### src/rtl/stps_pkg.sv
// Shared types and constants for the slot table priority scheduler.
// Holds the beat field widths, request and status codes and the slot entry type.
// No dependencies.
`default_nettype none

package stps_pkg;

  localparam int unsigned HandleW = 32;
  localparam int unsigned PrioW   = 16;
  localparam int unsigned IdentW  = 32;
  localparam int unsigned IndexW  = 4;

  // Input beat: handle, priority, id packed from bit 0 up (80 bits, 10 bytes).
  localparam int unsigned InDataW  = HandleW + PrioW + IdentW;
  // Output beat: handle, priority, id, slot index, padded to 11 bytes.
  localparam int unsigned OutDataW = 88;

  // Request kinds carried in the input tuser.
  localparam logic KindEnqueue = 1'b0;
  localparam logic KindPop     = 1'b1;

  // Result status carried in the output tuser.
  localparam logic StatusOk   = 1'b0;
  localparam logic StatusFail = 1'b1;

  typedef struct packed {
    logic [IdentW-1:0]       ident;
    logic signed [PrioW-1:0] prio;
    logic [HandleW-1:0]      handle;
  } slot_entry_t;

endpackage : stps_pkg

`default_nettype wire

### src/rtl/slot_table_priority_scheduler_top.sv
// Slot table priority scheduler: enqueue into the first free slot from a rotating
// cursor, pop the highest-priority job with rotating tie-break.
// Depends on stps_pkg.
`default_nettype none

// An enqueue probes one full flag per cycle from the insert cursor until it finds a free
// slot; a pop sweeps every slot once through the single memory read port. A failed
// request goes straight to the finish state. Requests are taken one at a time, only while
// the sequencer is idle; a new request is taken while the previous result still waits in
// the output register. Reset clears the full flags, the cursors and the job count at
// once; slot payloads are left as they are.
module slot_table_priority_scheduler_top import stps_pkg::*; #(
  parameter int unsigned SLOTS = 16
) (
  input  wire logic                clk_i,
  input  wire logic                rst_ni,
  // Request channel.
  input  wire logic                s_axis_tvalid_i,
  output logic                     s_axis_tready_o,
  // tdata: job_handle [31:0], priority_req [47:32], job_id [79:48]
  input  wire logic [InDataW-1:0]  s_axis_tdata_i,
  // tuser: kind [0]
  input  wire logic                s_axis_tuser_i,
  // Result channel.
  output logic                     m_axis_tvalid_o,
  input  wire logic                m_axis_tready_i,
  // tdata: out_handle [31:0], out_priority [47:32], out_id [79:48],
  //        slot_index [83:80], zero [87:84]
  output logic [OutDataW-1:0]      m_axis_tdata_o,
  // tuser: status [0]
  output logic                     m_axis_tuser_o
);

  localparam int unsigned IdxW = $clog2(SLOTS);
  localparam int unsigned CntW = $clog2(SLOTS + 1);

  localparam logic [IdxW-1:0] LastIdx   = IdxW'(SLOTS - 1);
  localparam logic [CntW-1:0] SlotCount = CntW'(SLOTS);

  // Sequencer states.
  localparam logic [1:0] StIdle   = 2'd0;
  localparam logic [1:0] StEnqScn = 2'd1;
  localparam logic [1:0] StPopScn = 2'd2;
  localparam logic [1:0] StFinish = 2'd3;

  // Control state.
  logic [1:0]       state_q, state_d;
  logic [SLOTS-1:0] full_q, full_d;
  logic [IdxW-1:0]  ins_cur_q, ins_cur_d;
  logic [IdxW-1:0]  pop_cur_q, pop_cur_d;
  logic [CntW-1:0]  jobs_q, jobs_d;
  logic [IdxW-1:0]  scan_idx_q, scan_idx_d;
  logic [CntW-1:0]  scan_cnt_q, scan_cnt_d;
  logic             rd_vld_q, rd_vld_d;
  logic             found_q, found_d;
  logic             out_valid_q, out_valid_d;

  // Payload registers, no reset needed.
  slot_entry_t      req_q;
  slot_entry_t      rd_data_q;
  logic [IdxW-1:0]  rd_idx_q;
  slot_entry_t      best_q, best_d;
  logic [IdxW-1:0]  best_idx_q, best_idx_d;
  logic             res_status_q, res_status_d;
  slot_entry_t      res_entry_q, res_entry_d;
  logic [IdxW-1:0]  res_idx_q, res_idx_d;
  logic             out_status_q;
  slot_entry_t      out_entry_q;
  logic [IndexW-1:0] out_idx_q;

  // Slot payload memory: one write port, one registered read port.
  slot_entry_t      mem [SLOTS];
  logic             mem_we, mem_re;
  logic [IdxW-1:0]  mem_wr_addr;

  logic             in_fire;
  logic             out_free;
  logic [IdxW-1:0]  scan_next;
  logic [IdxW+IndexW-1:0] res_idx_ext;
  slot_entry_t      in_entry;

  assign in_fire  = s_axis_tvalid_i && s_axis_tready_o;
  assign out_free = !out_valid_q || m_axis_tready_i;
  assign s_axis_tready_o = (state_q == StIdle);

  assign in_entry = slot_entry_t'(s_axis_tdata_i);
  assign scan_next = (scan_idx_q == LastIdx) ? '0 : scan_idx_q + 1'b1;
  // Only the low bits of the slot index are reported.
  assign res_idx_ext = {{IndexW{1'b0}}, res_idx_q};

  always_comb begin
    state_d      = state_q;
    full_d       = full_q;
    ins_cur_d    = ins_cur_q;
    pop_cur_d    = pop_cur_q;
    jobs_d       = jobs_q;
    scan_idx_d   = scan_idx_q;
    scan_cnt_d   = scan_cnt_q;
    rd_vld_d     = 1'b0;
    found_d      = found_q;
    best_d       = best_q;
    best_idx_d   = best_idx_q;
    res_status_d = res_status_q;
    res_entry_d  = res_entry_q;
    res_idx_d    = res_idx_q;
    out_valid_d  = out_valid_q;
    mem_we       = 1'b0;
    mem_re       = 1'b0;
    mem_wr_addr  = scan_idx_q;

    if (out_valid_q && m_axis_tready_i) begin
      out_valid_d = 1'b0;
    end

    case (state_q)
      StIdle: begin
        if (in_fire) begin
          res_status_d = StatusFail;
          res_entry_d  = '0;
          res_idx_d    = '0;
          scan_cnt_d   = '0;
          found_d      = 1'b0;
          if (s_axis_tuser_i == KindEnqueue) begin
            if (jobs_q == SlotCount) begin
              // Table full: fail and leave the insert cursor alone.
              state_d = StFinish;
            end else begin
              scan_idx_d = ins_cur_q;
              ins_cur_d  = (ins_cur_q == LastIdx) ? '0 : ins_cur_q + 1'b1;
              state_d    = StEnqScn;
            end
          end else begin
            // A pop advances its cursor even on an empty table.
            pop_cur_d  = (pop_cur_q == LastIdx) ? '0 : pop_cur_q + 1'b1;
            scan_idx_d = pop_cur_q;
            state_d    = (jobs_q == '0) ? StFinish : StPopScn;
          end
        end
      end

      StEnqScn: begin
        // A free slot is known to exist, so this probe loop terminates.
        if (!full_q[scan_idx_q]) begin
          full_d[scan_idx_q] = 1'b1;
          mem_we       = 1'b1;
          mem_wr_addr  = scan_idx_q;
          jobs_d       = jobs_q + 1'b1;
          res_status_d = StatusOk;
          res_idx_d    = scan_idx_q;
          state_d      = StFinish;
        end else begin
          scan_idx_d = scan_next;
        end
      end

      StPopScn: begin
        // Issue one read per cycle in rotated order.
        if (scan_cnt_q != SlotCount) begin
          mem_re     = 1'b1;
          rd_vld_d   = 1'b1;
          scan_cnt_d = scan_cnt_q + 1'b1;
          scan_idx_d = scan_next;
        end
        // Compare the entry read in the previous cycle; strict greater keeps
        // the earliest slot on a tie.
        if (rd_vld_q && full_q[rd_idx_q]) begin
          if (!found_q || (rd_data_q.prio > best_q.prio)) begin
            found_d    = 1'b1;
            best_d     = rd_data_q;
            best_idx_d = rd_idx_q;
          end
        end
        if ((scan_cnt_q == SlotCount) && !rd_vld_q) begin
          full_d[best_idx_q] = 1'b0;
          jobs_d       = jobs_q - 1'b1;
          res_status_d = StatusOk;
          res_entry_d  = best_q;
          res_idx_d    = best_idx_q;
          state_d      = StFinish;
        end
      end

      StFinish: begin
        if (out_free) begin
          out_valid_d = 1'b1;
          state_d     = StIdle;
        end
      end

      default: begin
        state_d = StIdle;
      end
    endcase
  end

  always_ff @(posedge clk_i or negedge rst_ni) begin
    if (!rst_ni) begin
      state_q     <= StIdle;
      full_q      <= '0;
      ins_cur_q   <= '0;
      pop_cur_q   <= '0;
      jobs_q      <= '0;
      scan_idx_q  <= '0;
      scan_cnt_q  <= '0;
      rd_vld_q    <= 1'b0;
      found_q     <= 1'b0;
      out_valid_q <= 1'b0;
    end else begin
      state_q     <= state_d;
      full_q      <= full_d;
      ins_cur_q   <= ins_cur_d;
      pop_cur_q   <= pop_cur_d;
      jobs_q      <= jobs_d;
      scan_idx_q  <= scan_idx_d;
      scan_cnt_q  <= scan_cnt_d;
      rd_vld_q    <= rd_vld_d;
      found_q     <= found_d;
      out_valid_q <= out_valid_d;
    end
  end

  always_ff @(posedge clk_i) begin
    if (in_fire) begin
      req_q <= in_entry;
    end
    best_q       <= best_d;
    best_idx_q   <= best_idx_d;
    res_status_q <= res_status_d;
    res_entry_q  <= res_entry_d;
    res_idx_q    <= res_idx_d;
    if ((state_q == StFinish) && out_free) begin
      out_status_q <= res_status_q;
      out_entry_q  <= res_entry_q;
      out_idx_q    <= res_idx_ext[IndexW-1:0];
    end
  end

  // Slot payload memory.
  always_ff @(posedge clk_i) begin
    if (mem_we) begin
      mem[mem_wr_addr] <= req_q;
    end
    if (mem_re) begin
      rd_data_q <= mem[scan_idx_q];
      rd_idx_q  <= scan_idx_q;
    end
  end

  assign m_axis_tvalid_o = out_valid_q;
  assign m_axis_tuser_o  = out_status_q;
  assign m_axis_tdata_o  = {{(OutDataW - InDataW - IndexW){1'b0}}, out_idx_q,
                            out_entry_q.ident, out_entry_q.prio, out_entry_q.handle};

endmodule : slot_table_priority_scheduler_top

`default_nettype wire

### config.mk
export PLATFORM = sky130hd
export DESIGN_NAME = slot_table_priority_scheduler_top
export DESIGN_NICKNAME = d
export VERILOG_FILES = /design/src/rtl/stps_pkg.sv /design/src/rtl/slot_table_priority_scheduler_top.sv
export SDC_FILE = /design/constraint.sdc
export NUM_CORES = 2
export LEC_CHECK = 0
export BUFFER_PORTS_ARGS = -buffer_cell sky130_fd_sc_hd__buf_2
export CORE_ASPECT_RATIO = 1.75
export CORE_MARGIN = 2
export CORE_UTILIZATION = 55
export CTS_CLUSTER_DIAMETER = 40
export DETAILED_ROUTE_END_ITERATION = 8
export PLACE_DENSITY = 0.72
export SYNTH_ARGS = -nofsm -noshare
export SYNTH_HDL_FRONTEND = slang
export SYNTH_SLANG_ARGS = --single-unit
### constraint.sdc
create_clock -name clk_i -period 15.3 [get_ports clk_i]
set_clock_uncertainty 0.15 [all_clocks]
set_input_delay 1.53 -clock clk_i [delete_from_list [all_inputs] [get_ports clk_i]]
set_output_delay 1.53 -clock clk_i [all_outputs]
set_load 0.03 [all_outputs]
==> out/results.tsv <==
metric	value	unit
sequential element share of the synthesized area	0.812	
die area	119000	um^2
Switching Share	0.281	
Leakage	23.0	nW
DR iter-0 viols	2907	
RSZ-0062 raised after global routing	false	
Reg-to-Reg Start	scan_idx_q[0]$_DFFE_PN0P_	
Crit Path Category	reg -> reg	
vias in the first global route	30200	
worst slack, placed	9030	ps
Fmax achieved	0.166	GHz
Max Root-Sink Buffers	3	
Synth area leaders	edfxtp_1 (79%), mux4_2 (14%), dfrtp_1 (1.7%), and2_1 (0.68%), ha_1 (0.62%)	
global-route wire length before repair	201	mm
Fin Hold WS	244	ps
non-filler cells, final	4528	
mux share of post-synthesis cell area	0.147	
IO Count	176	
Slew Limit Fails	0	
Hold Vio Cnt, Final	0	
wire per inst	30.1	um
First-pass DRT Iterations	5	
DRC viols	0	
GRT Total Usage	0.234	
count of hold-fix buffers inserted at cts	0	
number of flops mapped to enable cells by yosys	1698	
Die W	262	um
power share of the sequential group	0.487	
Num CTS Buffers	156	
area fraction of the dominant cell type after synthesis	0.795	
setup bufs post-CTS	0	
DR vias/cell	6.24	
Layout Nets	3016	
complex-gate fraction of the synthesized area	0.00948	
post-layout worst setup margin	9280	ps
gp weighted congestion	0.842	
mapped cell area	64100	um^2
Psw	3.81	mW
Syn Area/Cell	24.3	um^2
post-route setup TNS	0	ps
Post-Synth Adder-Cell Area	0.00655	
Final HPWL DP	72.9	mm
Reg2Reg Depth	6	
Core Util, Final	0.625	
max_slew headroom	0.144	
#FFs+latches synth	1741	
Cells after Synth	2638	
H-tree depth	4	
power share of the clock group	0.296	
CP arrival	6380	ps
largest net degree at the start of global routing	159	
Max VDD drop	146	uV
chip height	456	um
Post-synth top flop	edfxtp_1	
initial antenna violation count	1	
Root Buffer	clkbuf_16	
Post-synth ARST share	0.0247	
hold path startpoint	rd_data_q[49]$_DFFE_PP_	
Design Power	13.6	mW
cell taking the most area after synthesis	edfxtp_1	
Startpoint Class	flop	
fraction of layout cells with a size suffix above 1	0.297	
Placed Instances	4242	
period utilization	0.393	
# clock sinks	1741	
Synth-to-Final Area Change	12.6	%
simple-gate share of the synthesized area	0.0150	
Post-DP Area	66900	um^2
Yosys cell types	52	
Initial Util	0.555	
xor and xnor area share after synthesis	0.00109	
Logic pwr share	0.217	
fin area	72200	um^2
Critical Path RT	15660	ps
# rows	165	
post-cts resize count	0	
routed wire length	136	mm
internal power	9.76	mW
vias post-DR	28300	
post-route ant nets	0	
P per Cell Area	188	nW/um^2
worst-skew pair later-pin latency	780	ps
Final Setup Violations	0	
total of max-cap violations	0	
worst slew pin tran	1280	ps
Max FO, Critical Path	47	
post-layout min period	6020	ps
Clk pin slew, worst setup/hold paths	60	ps
Congestion Overflow GR	0	
core area	116000	um^2
CTS tree	yes	
largest family of logic cells by synthesized area	multiplexers	
Hold Path Cell Cnt	0	
Worst Setup SP	scan_idx_q[0]$_DFFE_PN0P_	
PortBufs	171	
CP Capture Type	flop	
worst hold path class	reg -> reg	
Yosys warning count	0	
status	finished clean	
-- layer usage --
layer	vias to the layer above	track usage	wire length, um	share of wire
li1	11600	-	-	-
met4	0	0.0726	3800	0.028
met5	-	0	0	0
met3	242	0.0381	8470	0.062
met2	1202	0.410	73800	0.54
met1	15200	0.299	50200	0.37
-- synthesized netlist by cell type, types with 2 or more instances --
cell type and number:
a31oi_1 7, dfrtp_1 43, nor4_1 2, mux2_2 10
nor3_1 5, nand2b_1 5, a21o_1 7, nor3b_1 2
inv_1 31, o21ai_0 10, a22oi_1 3, mux2i_1 15
buf_1 8, xnor2_1 7, nand3_1 8, nand4_1 5
and3_1 6, nor2b_1 4, a21oi_1 49, mux4_2 406
clkbuf_1 73, nor2_1 47, buf_4 4, and2_1 70
buf_2 29, a22o_1 3, ha_1 32, edfxtp_1 1698
nand2_1 26
-- state kept, by name, indices dropped and copies added (netlist names), 5 cells and up --
register / cells
jobs_q: 5
rd_data_q: 80
mem: 1280
m_axis_tdata_o: 80
res_entry_q: 80
full_q: 16
req_q: 80
scan_cnt_q: 5
best_q: 80
-- worst max-delay path, stage by stage, from the launching register on --
cell and delay [ps]:
dfrtp_4 1000, buf_4 820, buf_4 850, buf_4 860, buf_4 840, mux4_2 650
mux4_2 480
-- area by class of cell --
| type | count | area [um^2] |
|---|---|---|
| clock inverter | 100 | 1140 |
| inverter | 31 | 116 |
| sequential | 1741 | 52100 |
| timing repair buffer | 214 | 1200 |
| tap | 1503 | 1880 |
| clock buffer | 184 | 4140 |
| multi-input combinational | 754 | 11600 |
| fill | 7531 | 43400 |
| antenna | 1 | 2.50 |
-- layout by cell type, fill, tap and decap left out, types with 19 or more instances in the layout --
cell type  netlist  final
clkbuf_1        73     21
bufinv_16        0     20
buf_4            4     41
a21oi_1         49     47
and2_1          70     68
inv_1           31     31
nor2_1          47     30
buf_2           29    171
clkinv_2         0     19
mux4_2         406    406
nand2_1         26     26
ha_1            32     31
clkinv_1         0     26
clkbuf_16        0    161
dfrtp_1         43     39
edfxtp_1      1698   1698
-- final timing paths --
kind,endpoint,slack (ps)
hold / removal,best_q[49]$_DFFE_PP_,240
min in group asynchronous,m_axis_tvalid_o$_DFF_PN0_,780
max in group asynchronous,scan_idx_q[1]$_DFFE_PN0P_,13460
hold reg to reg,best_q[49]$_DFFE_PP_,240
setup / recovery,rd_data_q[22]$_DFFE_PP_,9280
setup reg to reg,rd_data_q[22]$_DFFE_PP_,9280
-- cells by family after synthesis --
| kind of cell | Yosys count |
|---|---|
| buffers and inverters | 146 |
| XOR/XNOR | 8 |
| other | 1 |
| multiplexers | 431 |
| adder cells (fa/ha/maj) | 33 |
| AO/OA/AOI/OAI | 95 |
| flip-flops | 1741 |
| AND/OR/NAND/NOR | 183 |
-- power by group through the flow --
stage / Combinational, mW / Sequential [mW] / Clock (mW)
2_1_floorplan: 2.04 / 6.67 / 0
4_1_cts: 3.00 / 6.62 / 4.08
3_3_place_gp: 2.90 / 6.67 / 0
3_5_place_dp: 2.98 / 6.71 / 0
5_1_grt: 3.15 / 6.68 / 4.25
6_report: 2.94 / 6.61 / 4.01
Note: power is estimated with default switching activity, not from simulation.
